===== config.mk =====
export PLATFORM = sky130hd
export DESIGN_NAME = icnt_cell
export DESIGN_NICKNAME = d
export VERILOG_FILES = /design/src/inversion_counter_unit_macros.svh /design/src/icnt_pkg.sv /design/src/icnt_cell.sv
export SDC_FILE = /design/constraint.sdc
export NUM_CORES = 1
export LEC_CHECK = 0
export BUFFER_PORTS_ARGS = -buffer_cell sky130_fd_sc_hd__buf_2
export CORE_ASPECT_RATIO = 0.75
export CORE_MARGIN = 8
export CORE_UTILIZATION = 51
export CTS_CLUSTER_DIAMETER = 200
export DETAILED_ROUTE_END_ITERATION = 8
export PLACE_DENSITY = 0.79
export SLEW_MARGIN = 20
export SYNTH_ARGS = -nofsm -noshare
export SYNTH_HDL_FRONTEND = slang
export SYNTH_SLANG_ARGS = --single-unit
export TNS_END_PERCENT = 5

===== constraint.sdc =====
create_clock -name clk -period 7.2 [get_ports clk]
set_input_delay 1.44 -clock clk [delete_from_list [all_inputs] [get_ports clk]]
set_output_delay 1.44 -clock clk [all_outputs]
set_load 0.02 [all_outputs]

===== src/inversion_counter_unit_macros.svh =====
// Assertion macros for the inversion counter unit.
// ICNT_ASSERT checks a property on the rising edge of clk, ignored while rst is high.
// ICNT_ASSERT_ALWAYS checks a property on every rising edge of clk, reset included.
`ifndef INVERSION_COUNTER_UNIT_MACROS_SVH
`define INVERSION_COUNTER_UNIT_MACROS_SVH

`ifndef SYNTHESIS
`define ICNT_ASSERT(label, prop, msg) \
  label: assert property (@(posedge clk) disable iff (rst) prop) else $error(msg);
`define ICNT_ASSERT_ALWAYS(label, prop, msg) \
  label: assert property (@(posedge clk) prop) else $error(msg);
`else
`define ICNT_ASSERT(label, prop, msg)
`define ICNT_ASSERT_ALWAYS(label, prop, msg)
`endif

`endif


===== src/icnt_pkg.sv =====
`timescale 1ns / 1ps
// ----------------------------------------------------------------------------
// Inversion counter package
// Shared widths, limits and the token control type of the cell chain.
// ----------------------------------------------------------------------------
package icnt_pkg;

  localparam int ICNT_VALUE_W = 32;
  localparam int ICNT_TOTAL_W = 15;
  localparam int ICNT_MAX_LEN = 256;
  localparam logic [ICNT_TOTAL_W-1:0] ICNT_TOTAL_MAX = '1;

  // Control part of a token travelling down the chain.
  typedef struct packed {
    logic valid;
    logic last;
  } icnt_ctrl_t;

endpackage


===== src/icnt_cell.sv =====
`timescale 1ns / 1ps
// ----------------------------------------------------------------------------
// Inversion counter cell
// Holds the element at one list position. A passing token of a later position
// is compared against it, and the token of this position writes it.
// ----------------------------------------------------------------------------
module icnt_cell
  import icnt_pkg::*;
#(
  parameter int IDX   = 0,
  parameter int IDX_W = 9,
  parameter int CNT_W = 8
) (
  input  logic                           clk,
  input  logic                           rst,
  input  logic                           advance,
  input  icnt_ctrl_t                     in_ctrl,
  input  logic signed [ICNT_VALUE_W-1:0] in_value,
  input  logic [IDX_W-1:0]               in_index,
  input  logic [CNT_W-1:0]               in_count,
  output icnt_ctrl_t                     out_ctrl,
  output logic signed [ICNT_VALUE_W-1:0] out_value,
  output logic [IDX_W-1:0]               out_index,
  output logic [CNT_W-1:0]               out_count
);

  logic signed [ICNT_VALUE_W-1:0] stored;
  logic                           greater;
  logic                           own_slot;

  // A token counts this cell only when it comes later in the list.
  assign own_slot = in_ctrl.valid && (in_index == IDX_W'(IDX));
  assign greater  = in_ctrl.valid && (in_index > IDX_W'(IDX)) && (stored > in_value);

  // Token control moves on with every advance of the chain.
  always_ff @(posedge clk) begin
    if (rst) begin
      out_ctrl <= '0;
    end else if (advance) begin
      out_ctrl <= in_ctrl;
    end
  end

  // Token payload and the held element.
  always_ff @(posedge clk) begin
    if (advance) begin
      out_value <= in_value;
      out_index <= in_index;
      out_count <= in_count + CNT_W'(greater);
      if (own_slot) begin
        stored <= in_value;
      end
    end
  end

endmodule


## Word level (Yosys, flattened, before mapping)

Cells that the tools add are included.

| storage, ports and cells | value |
|---|---|
| register bits | 83 |
| input port bits | 54 |

| operators by class | value |
|---|---|
| $add $sub $neg | 1 |
| magnitude comparators | 2 |
| reductions and logical operators | 5 |

Operators by type and width:

| operator | count |
|---|---|
| greater-than comparator 32 bit | 1 |
| greater-than comparator 9 x 1 -> 1 bit (second input constant) | 1 |
| zero test 9 bit | 1 |
| adder 8 x 1 -> 8 bit | 1 |
| logical AND 1 bit | 3 |
| AND reduction 2 bit | 1 |

## Logic depth before layout (Yosys ltp)

Gate-level depths: netlist of the first run.

| logic depth | value |
|---|---|
| depth after elaboration | 4 |
| depth in mapped cells | 13 |

## Worst setup path after synthesis of the first run

OpenSTA, ideal clock, no wires.

| path | value |
|---|---|
| path type | in2reg |
| start | input port in_index[6] |
| end | register stored[0] (enable) |
| library setup time | 0.502 ns |
| arrival | 5.157 ns |
| setup slack | 1.541 ns |
| cell stages on the path | 2 |
| buffers on the path | 0 |
| path through | or4_1 nor4_1 |

| on the way | value |
|---|---|
| cells in the longest elaborated chain, start to end | 3 |

RTL lines:

| what | line | text |
|---|---|---|
| start, declared | icnt_cell.sv:19 | `input logic [IDX_W-1:0] in_index,` |
| zero test 9 bit | icnt_cell.sv:32 | `assign own_slot = in_ctrl.valid && (in_index == IDX_W'(IDX));` |
| logical AND 1 bit | icnt_cell.sv:32 |  |
| AND reduction 2 bit (no source line) | -- |  |
| end signal, assigned | icnt_cell.sv:51 | `stored <= in_value;` |
| end, declared | icnt_cell.sv:27 | `logic signed [ICNT_VALUE_W-1:0] stored;` |

No other way between the ends.
A chain may end at the register's enable or synchronous reset.

## Worst setup path after layout of the first run

| path | value |
|---|---|
| start | input port in_value[31] |
| end | register out_count[6] (data pin) |

| on the way | value |
|---|---|
| cells in the longest elaborated chain, start to end | 3 |

RTL lines:

| what | line | text |
|---|---|---|
| start, declared | icnt_cell.sv:18 | `input logic signed [ICNT_VALUE_W-1:0] in_value,` |
| greater-than comparator 32 bit | icnt_cell.sv:33 | `assign greater = in_ctrl.valid && (in_index > IDX_W'(IDX)) && (stored > in_value);` |
| logical AND 1 bit | icnt_cell.sv:33 |  |
| adder 8 x 1 -> 8 bit | icnt_cell.sv:49 | `out_count <= in_count + CNT_W'(greater);` |
| end signal, assigned | icnt_cell.sv:49 |  |
| end, declared | icnt_cell.sv:24 | `output logic [CNT_W-1:0] out_count` |

No other way between the ends.

==> results by group, run 1 <==
Logic synthesis
  • Synth unique cells: 33
  • Register area share after synthesis: 71.1%
  • Yosys top cell by area: edfxtp_1
  • Synth warn: 0
  • Synthesized instance count: 222
  • Ys flop type: edfxtp_1
  • Syn avg cell area: 15.7 um^2
  • Post-synth ARST share: 0%
  • Synthesized netlist net count: 310
  • Yosys reg bits: 83
  • Top-count cell post-synth: edfxtp_1
  • Post-synth EDFFs: 81
  • Post-synth top cells: 81 x edfxtp_1, 34 x ha_1, 33 x inv_1
  • Area contributors post-synth: edfxtp_1 70%, ha_1 12%, inv_1 3.6%, a21oi_1 2.2%, nand4_1 1.3%
  • Top cell type's share of synthesized area: 70.0%
  • Area of the mapped netlist: 3480 um^2

Routing
  • Via density: 5.06
  • TritonRoute pass-1 iters: 5
  • Post-route ant nets: 0
  • Final wirelength: 6.84 mm
  • Via count: 2166
  • Starting DRC count in detailed routing: 115
  • Routed length per placed instance: 16.0 um
  • Remaining routing DRC violations: 0

Pwr
  • Internal: 0.000788 W
  • Psw: 0.000232 W
  • Clock network power share: 34.6%
  • Total power: 0.00102 W
  • Reg power frac: 55.0%
  • Combinational share of power: 10.4%
  • Switch share: 22.7%
  • Pleak: 1.89 nW
  • Worst vdd ir: 0.165 mV
  • Pwr/cell area: 235 nW/um^2

Worst setup path
  • WP buf/inv: 2
  • Reg2reg end: out_count[6]
  • CP max stage delay: 0.57 ns
  • Critical Path AT: 3.91 ns
  • WS Path Type: in2reg
  • Startpoint types: primary input
  • Slowest CP cell: nor4_1
  • CP Cell Sequence: buf_2, inv_1, ha_1, nand4_1, nor4_1, o31ai_2, a21oi_1, and3b_1, ha_1, ha_1, and3_1, nand3_1, xnor2_1
  • Crit path max-delay family: simple AND/OR/NAND/NOR gates
  • RR Startpoint: stored[31]
  • Crit Path Max Fanout: 4
  • CP Depth: 13
  • Crit path required time: 7.30 ns
  • Crit end category: flop
  • R2R cell count: 11
  • Critical path's most frequent cell: ha_1
  • Crit path capture: out_count[6]
  • R2r setup slk: 4.25 ns
  • Critical Path Start: in_value[31]

Timing
  • # setup viols final: 0
  • Period utilisation layout: 52.9%
  • Fin Setup TNS: 0 ns
  • Worst clock skew: 0.00863 ns
  • Final WS setup: 3.39 ns
  • Max Transition Viols Final: 0
  • Slew @ Worst Pin: 0.651 ns
  • Hold WS: 0.488 ns
  • Final min period: 3.81 ns
  • F_max: 263 MHz
  • Fin. Hold Viols: 0
  • RSZ-0062 raised after global routing: no
  • Max-slew headroom: 56.6%

Clock network
  • CTS Root Cell: clkbuf_8
  • Cts hold-fix bufs: 0
  • CTS resizes: 0
  • Post-CTS Setup Repair Bufs: 0
  • H-tree depth: 3
  • Num CTS Buffers: 9
  • CTS tree: yes
  • Clock tree sinks: 83
  • Clock transition at the registers of the reported paths: 0.08 ns
  • Maximum buffer depth of the clock tree: 2
  • Worst-Skew Late Latency: 0.34 ns

Global routing
  • Met2 Resource Use GR: 22.8%
  • First-pass GRT wire length: 11.0 mm
  • M3 GR Usage: 6.40%
  • Gr busiest metal: met2
  • GRT Residual Overflow: 0
  • Met1 Use GR: 16.5%
  • Gr usage total: 14.3%
  • Initial antenna violation count: 0
  • Largest net degree at the start of global routing: 52
  • Vias in the first global route: 2350

Placed design
  • Port bufs: 104
  • Final Wtd Congestion: 0.766
  • DP HPWL: 5.09 mm
  • Setup WS pre-CTS: 2.99 ns

Layout
  • N_diodes: 0
  • Area Growth Syn to Fin: 24.6%
  • Layout cells sized above 1: 36.3%
  • Nets: 427
  • Post-layout util: 64.6%

Min path
  • Hold crit path type: reg2reg

Die
  • Core area: 6700 um^2
  • Starting Density: 51.9%
  • Die Height: 87.5 um
  • Row count: 26
  • Die X: 111 um
  • Die area: 9740 um^2
  • IO Pins: 105

Status
  • Status: finished clean

Flow run
  • MaxCap Viol Count: 0
per-stage QoR:
step	area (um^2)	cells
after floorplan	3480	222
after global placement	4120	412
after detailed placement	4120	412
after CTS	4330	428
after global routing	4330	428
final	4330	428
placed cells by master (no fill, tap or decap), drive strengths merged, types with 3 or more instances in the layout:
master,instances
buf,106
edfxtp,81
ha,34
inv,33
a21oi,15
clkbuf,11
nand2,8
nand4,7
nand3,5
xnor2,4
nor2,3
o21a,3
nor4,3
sequential cells by signal, indices dropped and copies added (netlist names):
| register | flops |
|---|---|
| out_count | 8 |
| out_ctrl | 2 |
| out_index | 9 |
| out_value | 32 |
| stored | 32 |
tightest hold or removal path, stage by stage, from the launching register on:
cell and delay, ns:
dfxtp_1 0.32, nand2b_1 0.06, a21oi_1 0.06
kinds of logic (layout without fill, tap and decap cells):
kind of cell               after synthesis  after routing  synth area share [%]
muxes                                    1              1                 0.288
xor gates and xnor gates                 6              6                  1.51
buffers and inverters                   33            155                  3.56
DFF                                     83             83                  71.1
adders and majority gates               34             34                  12.2
and+or+nand+nor                         35             35                  5.76
AOI/OAI and AO/OA                       30             30                  5.51
layer usage:
metal  part of all wire, %  vias to the layer above  wire length [um]
met4                   1.7                        0               119
li1                      -                     1062                 -
met3                   7.7                       13               530
met1                    44                     1015              2980
met5                     0                        -                 0
met2                    47                       76              3210
power groups by stage:
stage               clock (W)  sequential [W]  combinational, W
floorplan                   0        0.000602         0.0000229
global placement            0        0.000570          0.000105
detailed placement          0        0.000571          0.000108
CTS                  0.000363        0.000561          0.000109
global route         0.000378        0.000563          0.000117
finish               0.000353        0.000560          0.000106
cell type report:
cell class | instances | area (um^2)
inverter | 33 | 124
tap | 84 | 105
clock buffer | 11 | 131
fill | 520 | 2370
timing repair buffer | 106 | 536
sequential | 83 | 2470
multi-input combinational | 106 | 886
clock inverter | 5 | 77.6
worst min-delay path by stage:
stage,from,depth (start not counted),end,slack (ns)
3_5_place_dp,out_ctrl[1],2,out_ctrl[1],0.48
2_1_floorplan,out_ctrl[1],2,out_ctrl[1],0.54
3_3_place_gp,out_ctrl[1],2,out_ctrl[1],0.45
5_1_grt,out_ctrl[1],2,out_ctrl[1],0.55
4_1_cts,out_ctrl[1],2,out_ctrl[1],0.50
6_report,out_ctrl[1],2,out_ctrl[1],0.49
(Power assumes the default switching activity.)
==> run 2: changes to the inputs <==
--- a/config.mk
+++ b/config.mk
@@ -8,10 +8,10 @@
 export BUFFER_PORTS_ARGS = -buffer_cell sky130_fd_sc_hd__buf_2
 export CORE_ASPECT_RATIO = 0.75
 export CORE_MARGIN = 8
-export CORE_UTILIZATION = 51
+export CORE_UTILIZATION = 46
 export CTS_CLUSTER_DIAMETER = 200
 export DETAILED_ROUTE_END_ITERATION = 8
-export PLACE_DENSITY = 0.79
+export PLACE_DENSITY = 0.75
 export SLEW_MARGIN = 20
 export SYNTH_ARGS = -nofsm -noshare
 export SYNTH_HDL_FRONTEND = slang
==> constraint.sdc (replaced) <==
create_clock -name clk -period 3.5 [get_ports clk]
set_input_delay 0.7 -clock clk [delete_from_list [all_inputs] [get_ports clk]]
set_output_delay 0.7 -clock clk [all_outputs]
set_load 0.02 [all_outputs]
==> run 2 against run 1 <==
Sequential share of layout area fell by 0.21 points. Hold slack got worse by 0.0091 ns. Sequential power grew 110%. Utilization is 5.3 points lower. Non-clock buffer count up 1. Sequential cell count unchanged. Clock power is 83% higher. Clock skew shrank 0.0029 ns. Global-route usage fell by 1.2 points. Highest routed layer unchanged.
==> results by group, run 2 (synthesis results as in run 1) <==
Placed design
  • Final Wtd Congestion: 0.689
  • DP HPWL: 5.21 mm
  • Port bufs: 104
  • Dpl cell area: 4160 um^2
  • Placed Instances: 430

Clock network
  • H-tree depth: 3
  • Clock transition at the registers of the reported paths: 0.08 ns
  • CTS resizes: 0
  • CTS tree: yes
  • CTS Root Cell: clkbuf_8
  • Clock tree sinks: 83
  • Num CTS Buffers: 9
  • Worst-Skew Late Latency: 0.34 ns
  • Post-CTS Setup Repair Bufs: 0
  • Maximum buffer depth of the clock tree: 2
  • Cts hold-fix bufs: 0

Worst setup path
  • Crit end category: flop
  • CP max stage delay: 0.36 ns
  • CP Depth: 14
  • Crit path capture: out_count[6]
  • CP Cell Sequence: buf_2, inv_1, ha_1, a21oi_1, nand2_1, a221o_1, o31ai_2, a21oi_1, and3b_1, ha_1, ha_1, and3_1, nand3_1, xnor2_1
  • Crit path required time: 3.59 ns
  • WP buf/inv: 2
  • Slowest CP cell: a221o_1
  • R2r setup slk: 0.57 ns
  • Critical path's most frequent cell: ha_1
  • RR Startpoint: stored[14]
  • R2R cell count: 12
  • Startpoint types: primary input
  • WS Path Type: in2reg
  • Reg2reg end: out_count[6]
  • Crit Path Max Fanout: 3
  • Critical Path Start: in_value[14]
  • Critical Path AT: 3.14 ns
  • Crit path max-delay family: compound AO/OA/AOI/OAI gates

Routing
  • Via density: 4.72
  • Final wirelength: 6.80 mm
  • Via count: 2112
  • TritonRoute pass-1 iters: 4
  • Routed length per placed instance: 15.2 um
  • Post-route ant nets: 0
  • Starting DRC count in detailed routing: 58
  • Remaining routing DRC violations: 0

Timing
  • Final min period: 3.05 ns
  • Max Transition Viols Final: 0
  • # setup viols final: 0
  • Fin Setup TNS: 0 ns
  • Worst clock skew: 0.00575 ns
  • Hold WS: 0.479 ns
  • Fin. Hold Viols: 0
  • F_max: 328 MHz
  • Max-slew headroom: 58.6%
  • RSZ-0062 raised after global routing: no
  • Period utilisation layout: 87.1%
  • Slew @ Worst Pin: 0.621 ns

Pwr
  • Pleak: 1.89 nW
  • Total power: 0.00202 W
  • Pwr/cell area: 464 nW/um^2
  • Worst vdd ir: 0.260 mV

Flow run
  • MaxCap Viol Count: 0

Min path
  • Hold crit path type: reg2reg
  • Hold Startpoint: out_ctrl[1]

Die
  • Row count: 27
  • Die area: 10600 um^2
  • Core area: 7330 um^2
  • Starting Density: 47.4%
  • IO Pins: 105
  • Die Height: 91.3 um
  • Die X: 116 um

Global routing
  • Initial antenna violation count: 0
  • Vias in the first global route: 2287
  • GRT Residual Overflow: 0
  • Largest net degree at the start of global routing: 33
  • First-pass GRT wire length: 10.8 mm
  • Gr usage total: 13.1%

Layout
  • Most frequent cells in the layout: 104 x buf_2, 81 x edfxtp_1, 34 x ha_1, 33 x inv_1, 15 x a21oi_1
  • Finished Cell Area: 4350 um^2
  • Most common cell after layout, fill and taps aside: buf_2
  • Biggest regs: out_value (32), stored (32), out_index (9)
  • Nets: 428
  • Area Growth Syn to Fin: 25.1%
  • Layout cells sized above 1: 36.2%
  • Non-filler instance count after layout: 447

Status
  • Status: finished clean
-- run 2: changes by cell type in the layout (fill, tap and decap cells not counted) --
cell        before  now
diode_2          0    1
clkinv_1         0    1
clkinvlp_4       1    2
bufinv_16        2    1
nor4_4           0    1
nor4_2           2    1
buf_4            2    3
clkinv_2         2    1
-- run 2: where the power goes --
part	internal, W	total (W)	switching [W]	leakage (nW)
clock network	0.000327	0.000645	0.000319	0.0870
logic	0.0000787	0.000219	0.000140	1.02
registers	0.00114	0.00115	0.0000107	0.784
total	0.00155	0.00202	0.000470	1.89
-- run 2: through the flow --
step | setup slack, ns | util, %
2_1_floorplan | 0.426 | -
3_3_place_gp | 0.147 | 56.8
3_5_place_dp | 0.0753 | 56.8
4_1_cts | 0.449 | 59.3
5_1_grt | 0.304 | 59.3
6_report | 0.453 | 59.3
-- run 2: layout make-up --
class	instances	area [um^2]
Inverter	33	124
Clock buffer	11	131
Tap cell	101	126
Multi-Input combinational cell	106	895
Clock inverter	5	53.8
Sequential cell	83	2470
Antenna cell	1	2.50
Fill cell	629	2980
Timing Repair Buffer	107	543
-- run 2: worst min-delay path, delay by kind of cell, from the launching register on --
| family | cells | cell delay, ns |
|---|---|---|
| DFF | 1 | 0.31 |
| AOI/OAI and AO/OA | 1 | 0.06 |
| and+or+nand+nor | 1 | 0.07 |
-- run 2: worst min path at each step --
stage                        to  slack, ns  cells past startpoint
floorplan           out_ctrl[1]       0.54                      2
global placement    out_ctrl[1]       0.45                      2
detailed placement  out_ctrl[1]       0.47                      2
CTS                 out_ctrl[1]       0.48                      2
global route        out_ctrl[1]       0.52                      2
finish              out_ctrl[1]       0.48                      2
-- run 2: per-layer routing --
layer  vias up  global-route usage, %  part of all wire [%]
li1       1074                      -                     -
met1       966                   15.8                    44
met2        66                   21.0                    47
met5         -                      0                     0
met4         0                   2.91                  0.77
met3         6                   5.89                   8.7
