**config.mk**
```make
export PLATFORM = sky130hd
export DESIGN_NAME = icnt_tally_flat
export DESIGN_NICKNAME = d
export VERILOG_FILES = /design/src/icnt_pkg.sv /design/src/icnt_out_if.sv /design/src/icnt_tally.sv /design/src/flat_wrapper.sv
export VERILOG_INCLUDE_DIRS = /design/src /design/src/src
export SDC_FILE = /design/constraint.sdc
export NUM_CORES = 1
export LEC_CHECK = 0
export BUFFER_PORTS_ARGS = -buffer_cell sky130_fd_sc_hd__buf_2
export CORE_MARGIN = 8
export CORE_UTILIZATION = 35
export DETAILED_ROUTE_END_ITERATION = 12
export REMOVE_ABC_BUFFERS = 1
export SYNTH_ARGS = -nofsm -noshare
export SYNTH_HDL_FRONTEND = slang
export SYNTH_SLANG_ARGS = --single-unit
export TNS_END_PERCENT = 20
```
**constraint.sdc**
```tcl
create_clock -name clk -period 1.95 [get_ports clk]
set_input_delay 0.2925 -clock clk [delete_from_list [all_inputs] [get_ports clk]]
set_output_delay 0.2925 -clock clk [all_outputs]
set_load 0.1 [all_outputs]
```
**src/inversion_counter_unit_macros.svh**
```systemverilog
// Assertion macros for the inversion counter unit.
// ICNT_ASSERT checks a property on the rising edge of clk, ignored while rst is high.
// ICNT_ASSERT_ALWAYS checks a property on every rising edge of clk, reset included.
`ifndef INVERSION_COUNTER_UNIT_MACROS_SVH
`define INVERSION_COUNTER_UNIT_MACROS_SVH

`ifndef SYNTHESIS
`define ICNT_ASSERT(label, prop, msg) \
  label: assert property (@(posedge clk) disable iff (rst) prop) else $error(msg);
`define ICNT_ASSERT_ALWAYS(label, prop, msg) \
  label: assert property (@(posedge clk) prop) else $error(msg);
`else
`define ICNT_ASSERT(label, prop, msg)
`define ICNT_ASSERT_ALWAYS(label, prop, msg)
`endif

`endif

```
**src/icnt_pkg.sv**
```systemverilog
`timescale 1ns / 1ps
// ----------------------------------------------------------------------------
// Inversion counter package
// Shared widths, limits and the token control type of the cell chain.
// ----------------------------------------------------------------------------
package icnt_pkg;

  localparam int ICNT_VALUE_W = 32;
  localparam int ICNT_TOTAL_W = 15;
  localparam int ICNT_MAX_LEN = 256;
  localparam logic [ICNT_TOTAL_W-1:0] ICNT_TOTAL_MAX = '1;

  // Control part of a token travelling down the chain.
  typedef struct packed {
    logic valid;
    logic last;
  } icnt_ctrl_t;

endpackage

```
**src/icnt_out_if.sv**
```systemverilog
`timescale 1ns / 1ps
// ----------------------------------------------------------------------------
// Inversion counter output channel
// Valid/ready channel carrying the inversion total and overflow flag of a list.
// ----------------------------------------------------------------------------
interface icnt_out_if
  import icnt_pkg::*;
  ();
  logic                    valid;
  logic                    ready;
  logic [ICNT_TOTAL_W-1:0] inversions;
  logic                    overflow;

  modport source (output valid, output inversions, output overflow, input ready);
  modport sink (input valid, input inversions, input overflow, output ready);
endinterface

```
**src/icnt_tally.sv**
```systemverilog
`timescale 1ns / 1ps
// ----------------------------------------------------------------------------
// Inversion counter tally
// Adds the count of each token leaving the chain below the list limit to the
// running total, with saturation, and gives a list's result on its final element.
// ----------------------------------------------------------------------------
`include "inversion_counter_unit_macros.svh"

module icnt_tally
  import icnt_pkg::*;
#(
  parameter int MAX_LEN = ICNT_MAX_LEN,
  parameter int IDX_W   = 9,
  parameter int CNT_W   = 8
) (
  input  logic             clk,
  input  logic             rst,
  input  icnt_ctrl_t       tok_ctrl,
  input  logic [IDX_W-1:0] tok_index,
  input  logic [CNT_W-1:0] tok_count,
  output logic             advance,
  icnt_out_if.source       out_stream
);

  logic [ICNT_TOTAL_W-1:0] total;
  logic [ICNT_TOTAL_W-1:0] total_next;
  logic                    truncated;
  logic                    truncated_next;
  logic [ICNT_TOTAL_W:0]   sum;
  logic                    dropped;

  // The chain moves whenever the result register is empty or being taken.
  assign advance = !out_stream.valid || out_stream.ready;

  assign dropped = tok_index == IDX_W'(MAX_LEN);
  assign sum     = {1'b0, total} + (ICNT_TOTAL_W + 1)'(tok_count);

  // Running total update for the token at the end of the chain.
  always_comb begin
    total_next     = total;
    truncated_next = truncated;
    if (dropped) begin
      truncated_next = 1'b1;
    end else if (sum > {1'b0, ICNT_TOTAL_MAX}) begin
      total_next     = ICNT_TOTAL_MAX;
      truncated_next = 1'b1;
    end else begin
      total_next = sum[ICNT_TOTAL_W-1:0];
    end
  end

  // Accumulator state, cleared after the final element of a list.
  always_ff @(posedge clk) begin
    if (rst) begin
      total     <= '0;
      truncated <= 1'b0;
    end else if (advance && tok_ctrl.valid) begin
      if (tok_ctrl.last) begin
        total     <= '0;
        truncated <= 1'b0;
      end else begin
        total     <= total_next;
        truncated <= truncated_next;
      end
    end
  end

  // Result register: one transaction per finished list.
  always_ff @(posedge clk) begin
    if (rst) begin
      out_stream.valid <= 1'b0;
    end else if (advance) begin
      out_stream.valid <= tok_ctrl.valid && tok_ctrl.last;
    end
  end

  always_ff @(posedge clk) begin
    if (advance && tok_ctrl.valid && tok_ctrl.last) begin
      out_stream.inversions <= total_next;
      out_stream.overflow   <= truncated_next;
    end
  end

  `ICNT_ASSERT(a_final_clears, advance && tok_ctrl.valid && tok_ctrl.last |=> out_stream.valid && total == '0 && !truncated, "final element did not produce a result and clear the total")
  `ICNT_ASSERT(a_stall_holds, !advance |=> $stable(total) && $stable(truncated), "running total changed while the chain was stalled")

endmodule

```
**src/flat_wrapper.sv**
```systemverilog
// flat-port wrapper written by rule: the top's interface ports become plain ports
module icnt_tally_flat import icnt_pkg::*;
#(
  parameter int MAX_LEN = ICNT_MAX_LEN,
  parameter int IDX_W   = 9,
  parameter int CNT_W   = 8
)
  (clk, rst, tok_ctrl, tok_index, tok_count, advance, out_stream_valid, out_stream_inversions, out_stream_overflow, out_stream_ready);
  icnt_out_if out_stream_i ();
  input  logic clk;
  input  logic rst;
  input  icnt_ctrl_t tok_ctrl;
  input  logic [IDX_W-1:0] tok_index;
  input  logic [CNT_W-1:0] tok_count;
  output logic advance;
  output wire logic [$bits(out_stream_i.valid)-1:0] out_stream_valid;
  output wire logic [$bits(out_stream_i.inversions)-1:0] out_stream_inversions;
  output wire logic [$bits(out_stream_i.overflow)-1:0] out_stream_overflow;
  input wire logic [$bits(out_stream_i.ready)-1:0] out_stream_ready;
  assign out_stream_valid = out_stream_i.valid;
  assign out_stream_inversions = out_stream_i.inversions;
  assign out_stream_overflow = out_stream_i.overflow;
  assign out_stream_i.ready = out_stream_ready;
  icnt_tally #(.MAX_LEN(MAX_LEN), .IDX_W(IDX_W), .CNT_W(CNT_W)) u_core (.clk(clk), .rst(rst), .tok_ctrl(tok_ctrl), .tok_index(tok_index), .tok_count(tok_count), .advance(advance), .out_stream(out_stream_i));
endmodule
```
Yosys cells after proc, flatten, opt, wreduce, memory -nomap -nowiden
Cells that the tools add are included.

storage, ports and cells
  flip-flop bits (word level) = 33
  output and inout bits = 18

operators by class
  add/subtract/negate cells = 1
  muxes and demuxes = 6
  magnitude comparators = 1
  eq/ne operators = 1
  reductions and logical operators = 5

operators with widths
  kind                    number
  $mux W15                3
  $add A15 B8 Y16         1
  $gt A16 B15 Y1 const B  1
  $eq A9 B9 Y1 const B    1
  $logic_and A1 B1 Y1     3
  $mux W1                 3
  $logic_not A1 Y1        1
  $logic_or A1 B1 Y1      1

Longest topological paths before layout
Gate-level depths: netlist of the first run.

  depth in word-level cells = 5
  depth in mapped cells = 8
  depth with buffers taken out = 8

Worst setup path before layout of the first run
OpenSTA, ideal clock, no wires.

  path type = register to register
  start point = register u_core.out_stream.valid
  end point = register u_core.total[14]
  cell stages (with the launch flop) = 8
  data arrival time = 3.215 ns
  setup slack = -1.356 ns
  path through = dfxtp_1 -> nand2b_1 -> and2_1 -> clkbuf_1 -> nand2_1 -> inv_1 -> or2_1 -> a311oi_1

on the way
  cells in the longest elaborated chain, start to end = 3

ends and longest elaborated chain
  what                  line                text
  from (decl)           icnt_out_if.sv:14   modport source (output valid, output inversions, output overflow, input ready);
  $logic_not A1 Y1      icnt_tally.sv:33    assign advance = !out_stream.valid || out_stream.ready;
  $logic_or A1 B1 Y1    icnt_tally.sv:33
  named net advance     flat_wrapper.sv:15  output logic advance;
  $logic_and A1 B1 Y1   icnt_tally.sv:57    end else if (advance && tok_ctrl.valid) begin
  to (signal assigned)  icnt_tally.sv:62    total <= total_next;
  to (decl)             icnt_tally.sv:25    logic [ICNT_TOTAL_W-1:0] total;

The timed path passes the listed nets, and every way through them passes these cells.
A chain may end at the register's enable or synchronous reset.

Worst setup path in the final report of the first run
  start point = register u_core.total[1]
  end point = register u_core.out_stream.inversions[13] (data pin)

on the way
  cells in the longest elaborated chain, start to end = 4

ends and longest elaborated chain
  what                             line               text
  $add A15 B8 Y16 *                icnt_tally.sv:36   assign sum = {1'b0, total} + (ICNT_TOTAL_W + 1)'(tok_count);
  $gt A16 B15 Y1                   icnt_tally.sv:44   end else if (sum > {1'b0, ICNT_TOTAL_MAX}) begin
  $mux W15 *                       icnt_tally.sv:44
  $mux W15 *                       icnt_tally.sv:42   if (dropped) begin
  named net u_core.total_next[13]  icnt_tally.sv:26   logic [ICNT_TOTAL_W-1:0] total_next;
  to (signal assigned)             icnt_tally.sv:79   out_stream.inversions <= total_next;
  to (decl)                        icnt_out_if.sv:14

Mark *: on every way through the listed nets, which the timed path passes. The rest lies on a longest branch.

==> flow_metrics.py, run 1 <==
metrics = {
    "status": {
        "status": "finished with violations",
        "violations": "setup timing",
    },
    "clock_tree": {
        "root_buffer": "clkbuf_8",
        "cts_tree": "yes",
        "cts_sinks": 33,
        "holdBufCountCts": 0,
        "htreeDepth": 2,
        "cts_buffers": 5,
        "clock_path_buffers": 2,
        "clk_pin_slew_ns": 0.07,
        "clkLatencyLatePin_ns": 0.28,
    },
    "grt": {
        "grt_max_degree": 14,
        "grtUsageTotal_pct": 13.09,
        "grt_pass1_wl_um": 7928,
        "grt_pass1_vias": 1701,
        "antenna_found_initial": 0,
        "grt_overflow": 0,
    },
    "sta": {
        "rsz0062_at_grt": "yes",
        "maxSlewViolCount": 0,
        "fin_worst_skew_ns": 0.004638,
        "fin_crit_sh_pct": 106.0,
        "finalHoldViolCount": 0,
        "finalWorstSetupSlack_ns": -0.1164,
        "slew_headroom_pct": 66.63,
        "min_period_ns": 2.066,
        "setup_viol": 12,
        "fmax_ghz": 0.4839,
        "worstMarginPinSlew_ns": 0.4988,
    },
    "setup_path": {
        "crit_path_start_kind": "register",
        "cp_common_cell": "a21oi_2",
        "crit_chain": "ha_4 -> a21oi_2 -> nand4b_1 -> a21o_4 -> a21oi_2 -> buf_4 -> nand4_1 -> mux2_4",
        "max_stage_delay_ns": 0.36,
        "crit_path_max_fanout": 5,
        "required_ns": 1.99,
        "critical_path_class": "reg -> reg",
        "slowest_stage": "dfxtp_4",
        "cp-end-kind": "register",
        "arrival_ns": 2.11,
    },
    "route": {
        "wire_per_inst_um": 13.89,
        "via_per_inst": 4.961,
        "ant_nets": 0,
        "wirelength_um": 4972,
        "routed-via-count": 1776,
        "drt_iter0_drc": 56,
        "drcViolationCount": 0,
        "dr.pass1.iters": 4,
    },
    "placed_design": {
        "port_buffers": 39,
        "place_hpwl_um": 3761,
        "place_area_um2": 2454,
        "place.gp.congestion": 0.8560,
    },
    "min_path": {
        "hp-class": "in -> reg",
    },
    "logic_synthesis": {
        "syn_avg_cell_area_um2": 9.578,
        "netlist_area_um2": 1887,
        "post-synth-top-area-cell": "edfxtp_1",
        "ys_ff_latch": 33,
        "ys_seq_area_share_pct": 43.50,
        "synth_warnings": 0,
        "synth-async-reset-ratio_pct": 0,
        "synthDistinctLibCells": 54,
        "synth_top_area_share_pct": 25.46,
        "syn_inst": 197,
        "synth.area.top_cells": "edfxtp_1, dfxtp_1, a21oi_1",
        "synth-edff-count": 16,
        "ys.flop_type": "dfxtp_1",
    },
    "final_layout": {
        "syn_to_final_growth_pct": 49.14,
        "num_antenna_cells": 0,
        "fin_area_um2": 2814,
        "layout-drive-gt1-share_pct": 49.31,
        "n_fill_cell": 469,
        "final_nets": 318,
    },
    "die": {
        "ios": 40,
        "die_area_um2": 7996,
        "start_util_pct": 36.48,
        "rows": 26,
        "core_area_um2": 5172,
        "die_w_um": 89.42,
        "die_h_um": 89.42,
    },
    "job": {
        "drv_cap": 0,
    },
    "power": {
        "finalPower_w": 0.001784,
        "cellPowerDensity_nw_per_um2": 634.2,
        "vdd_drop_max_uv": 262.2,
        "leakage_nw": 1.156,
    },
}
layout by cell type (no fill, tap or decap), drive strengths merged, types with 3 or more instances in the layout:
master,netlist,layout
nor2b,3,3
nand2,19,19
nand3,4,4
nor3,8,8
nor2,26,26
a21oi,24,24
clkbuf,2,6
a21o,6,6
a211oi,4,4
and2,4,4
buf,2,87
edfxtp,16,16
inv,3,3
o21ai,14,14
mux2,3,3
dfxtp,17,17
ha,8,8
xnor2,3,3
repair_timing:
item | 4_1_cts | 5_1_grt
endpoints found under the setup margin | 26 | 30
resized for setup | 23 | 22
buffers inserted | 4 | 3
pin swaps | 12 | 18
cells by family after synthesis:
group	Yosys count	synth area share, %
flops	33	43.50
simple gates	79	22.41
compound gates	61	21.75
fa+ha+maj	9	6.366
buf+inv	7	1.857
xor+xnor	5	2.321
mux	3	1.790
flip-flops by register name, indices dropped and copies added (netlist names):
name,flops
u_core.out_stream.inversions,15
u_core.total,15
u_core.out_stream.overflow,1
u_core.out_stream.valid,1
u_core.truncated,1
critical path, delay by kind of cell, from the launching register on:
kind	cells	cell delay [ns]
AOI/OAI and AO/OA	3	0.44
adders and majority gates	1	0.26
buffers and inverters	1	0.14
DFF	1	0.36
muxes	1	0.31
and+or+nand+nor	2	0.31
final timing paths:
path | cells after the start | start | to | slack (ns)
setup / recovery | 8 | u_core.total[1]$_SDFFE_PP0P_ | u_core.out_stream.inversions[13]$_DFFE_PP_ | -0.12
hold / removal | 2 | rst | u_core.total[10]$_SDFFE_PP0P_ | 0.25
setup reg to reg | 8 | u_core.total[1]$_SDFFE_PP0P_ | u_core.out_stream.inversions[13]$_DFFE_PP_ | -0.12
hold reg to reg | 2 | u_core.total[5]$_SDFFE_PP0P_ | u_core.total[5]$_SDFFE_PP0P_ | 0.50
report_power, final:
group          switching (W)  total (W)  internal [W]
Sequential         0.0000175   0.000783      0.000765
Combinational       0.000320   0.000514      0.000194
Clock               0.000241   0.000488      0.000247
Total               0.000578    0.00178       0.00121
stage by stage:
step | setup slack (ns) | hold WS [ns] | TNS, ns | std cells | util, %
2_1_floorplan | -1.276 | 0.3587 | -34.18 | 193 | -
3_3_place_gp | -0.2526 | 0.4693 | -3.828 | 343 | 47.44
3_5_place_dp | -0.3061 | 0.4812 | -4.139 | 343 | 47.44
4_1_cts | -0.1115 | 0.2362 | -0.6665 | 355 | 51.79
5_1_grt | -0.1932 | 0.2516 | -2.234 | 358 | 54.40
6_report | -0.1164 | 0.2462 | -0.6902 | 358 | 54.40
final cells by class:
class	count	area [um^2]	area share [%]
Inverter	3	11.26	0.4002
Timing Repair Buffer	87	579.3	20.59
Clock inverter	2	10.01	0.3557
Multi-Input combinational cell	157	1226	43.58
Clock buffer	6	72.57	2.579
Sequential cell	33	827.0	29.39
Tap cell	70	87.58	3.112
synth_stat cells (2+ instances only):
master / instances
a211oi_1: 3
a21oi_1: 24
xor2_1: 2
o21a_1: 2
dfxtp_1: 17
a31oi_1: 2
ha_1: 8
o21ai_0: 13
clkbuf_1: 2
nand3_1: 2
nor2b_1: 3
edfxtp_1: 16
nand3_2: 2
xnor2_1: 3
inv_1: 3
a41oi_1: 2
nor2_1: 26
and2_1: 2
mux2_2: 3
a21o_1: 4
nor3_1: 7
nand2_1: 18
nand2b_1: 2
metal layers:
layer | vias up | share of wire [%] | track usage [%]
met3 | 7 | 4.7 | 3.493
met5 | - | 0 | 0
met4 | 0 | 1.7 | 6.344
met1 | 826 | 45 | 15.36
met2 | 35 | 49 | 21.55
li1 | 908 | - | -
No activity file was read; power rests on OpenSTA's default activity.
==> run 2: changes to the inputs <==
--- a/config.mk
+++ b/config.mk
@@ -10,6 +10,7 @@
 export CORE_MARGIN = 8
 export CORE_UTILIZATION = 35
 export DETAILED_ROUTE_END_ITERATION = 12
+export GPL_TIMING_DRIVEN = 0
 export REMOVE_ABC_BUFFERS = 1
 export SYNTH_ARGS = -nofsm -noshare
 export SYNTH_HDL_FRONTEND = slang
==> flow_metrics.py, run 2 (synthesis gave the netlist of run 1 again) <==
metrics = {
    "sta": {
        "fin_worst_skew_ns": 0.01013,
        "finalHoldViolCount": 0,
        "finalWorstSetupSlack_ns": -0.1334,
        "slew_headroom_pct": 67.32,
        "fin_setup_tns_ns": -1.237,
        "min_period_ns": 2.083,
        "fmax_ghz": 0.4800,
        "fin_crit_sh_pct": 106.8,
        "rsz0062_at_grt": "yes",
        "worstMarginPinSlew_ns": 0.4936,
        "maxSlewViolCount": 0,
        "setup_viol": 16,
    },
    "placed_design": {
        "place.gp.congestion": 0.8135,
        "port_buffers": 39,
        "place_hpwl_um": 3265,
    },
    "final_layout": {
        "n_fill_cell": 474,
        "final_cell_mix": "buf_2, nor2_1, nand2_1, a21oi_1",
        "num_antenna_cells": 0,
        "layout-drive-gt1-share_pct": 45.95,
        "final_nets": 289,
        "syn_to_final_growth_pct": 38.93,
        "final_common_cell": "buf_2",
        "largestRegisters": "u_core.out_stream.inversions (15), u_core.total (15)",
    },
    "route": {
        "wirelength_um": 4960,
        "wire_per_inst_um": 15.08,
        "routed-via-count": 1678,
        "drcViolationCount": 0,
        "ant_nets": 0,
        "dr.pass1.iters": 4,
        "via_per_inst": 5.100,
        "drt_iter0_drc": 92,
    },
    "setup_path": {
        "r2r_end": "u_core.total[10]$_SDFFE_PP0P_",
        "rr_worst_depth": 8,
        "rr_startpoint": "u_core.total[0]$_SDFFE_PP0P_",
        "crit_path_start_kind": "register",
        "arrival_ns": 2.28,
        "rrSetupSlack_ns": -0.13,
        "critical_path_class": "reg -> reg",
        "required_ns": 2.15,
        "cp-end-kind": "register",
        "crit_path_max_fanout": 6,
    },
    "status": {
        "violations": "setup timing",
        "status": "finished with violations",
    },
    "grt": {
        "grtUsageMet3_pct": 3.493,
        "grt_pass1_wl_um": 7631,
        "grt_pass1_vias": 1548,
        "antenna_found_initial": 0,
        "grt_max_degree": 20,
        "use_met2_pct": 19.53,
        "grt_overflow": 0,
        "use_met1_pct": 15.70,
        "grt.busiest_layer": "met2",
        "grtUsageTotal_pct": 12.55,
    },
    "die": {
        "rows": 26,
        "ios": 40,
        "start_util_pct": 36.48,
        "die_area_um2": 7996,
        "die_w_um": 89.42,
        "core_area_um2": 5172,
        "die_h_um": 89.42,
    },
    "clock_tree": {
        "root_buffer": "clkbuf_8",
        "htreeDepth": 2,
        "holdBufCountCts": 0,
        "cts_buffers": 5,
        "clock_path_buffers": 2,
        "cts_tree": "yes",
        "clk_pin_slew_ns": 0.07,
        "clkLatencyLatePin_ns": 0.29,
        "cts_sinks": 33,
    },
    "min_path": {
        "hold_path_end": "u_core.total[10]$_SDFFE_PP0P_",
        "holdPathStages": 2,
        "hp-class": "in -> reg",
        "min_from": "rst",
    },
    "power": {
        "vdd_drop_max_uv": 286.4,
        "finalPower_w": 0.001764,
        "cellPowerDensity_nw_per_um2": 673.1,
        "leakage_nw": 0.9955,
    },
    "job": {
        "drv_cap": 0,
    },
}
==> run 2: cell types whose count changed in the layout (fill, tap and decap cells not counted), moves of 2 or more <==
cell and change:
nor2_1 -2, a21oi_2 -2, a211oi_2 -2, nor2_2 +2, a21oi_4 +3, buf_4 -28, clkinv_1 +2
==> run 2: routing by layer <==
layer	share of wire (%)	wire length (um)
met1	45	2232
met2	49	2407
met3	4.4	220
met4	2.0	101
met5	0	0
==> run 2: metrics by stage <==
| stage | worst slack [ns] | util (%) | std cells | hold slack (ns) | instance area (um^2) |
|---|---|---|---|---|---|
| 2_1_floorplan | -1.276 | - | 193 | 0.3587 | 1863 |
| 3_3_place_gp | -0.5873 | 41.49 | 302 | 0.4665 | 2146 |
| 3_5_place_dp | -0.5223 | 41.49 | 302 | 0.4789 | 2146 |
| 4_1_cts | -0.1553 | 47.80 | 322 | 0.2422 | 2472 |
| 5_1_grt | -0.2096 | 50.68 | 329 | 0.2574 | 2621 |
| 6_report | -0.1334 | 50.68 | 329 | 0.2551 | 2621 |
==> run 2: critical path: stages, from the launching register on <==
cell and delay (ns):
dfxtp_2 0.34, ha_4 0.16, fa_2 0.36, a211oi_4 0.26
nor3_2 0.08, o21ai_2 0.26, nor2_4 0.09, a21o_1 0.19
a221oi_2 0.25
==> run 2: area by class of cell <==
class,count,area (um^2),area share (%)
multi-input cells,157,1260,48.07
flip-flops and latches,33,828.3,31.60
repair buffers,58,349.1,13.32
well taps,70,87.58,3.341
clock buffers,5,68.82,2.625
inverters,3,15.01,0.5728
clock inverters,3,12.51,0.4773
==> run 2: worst max-delay path by stage <==
stage,from,to,slack [ns]
3_5_place_dp,tok_count[0],u_core.total[10]$_SDFFE_PP0P_,-0.52
4_1_cts,u_core.total[0]$_SDFFE_PP0P_,u_core.total[10]$_SDFFE_PP0P_,-0.16
6_report,u_core.total[0]$_SDFFE_PP0P_,u_core.total[10]$_SDFFE_PP0P_,-0.13
2_1_floorplan,u_core.out_stream.valid$_SDFFE_PP0N_,u_core.total[14]$_SDFFE_PP0P_,-1.28
5_1_grt,u_core.total[1]$_SDFFE_PP0P_,u_core.out_stream.inversions[9]$_DFFE_PP_,-0.21
3_3_place_gp,tok_count[6],u_core.out_stream.inversions[13]$_DFFE_PP_,-0.59
==> run 2: power breakdown <==
group	switching [W]	internal [W]
combinational	0.000320	0.000167
clock	0.000253	0.000240
sequential	0.0000187	0.000765
==> run 2: timing repair <==
action / in CTS / in global routing
setup buffers: 12 / 7
pin swaps: 17 / 21
resized for setup: 33 / 25
cloned: 0 / 0
setup endpoints to repair: 32 / 32
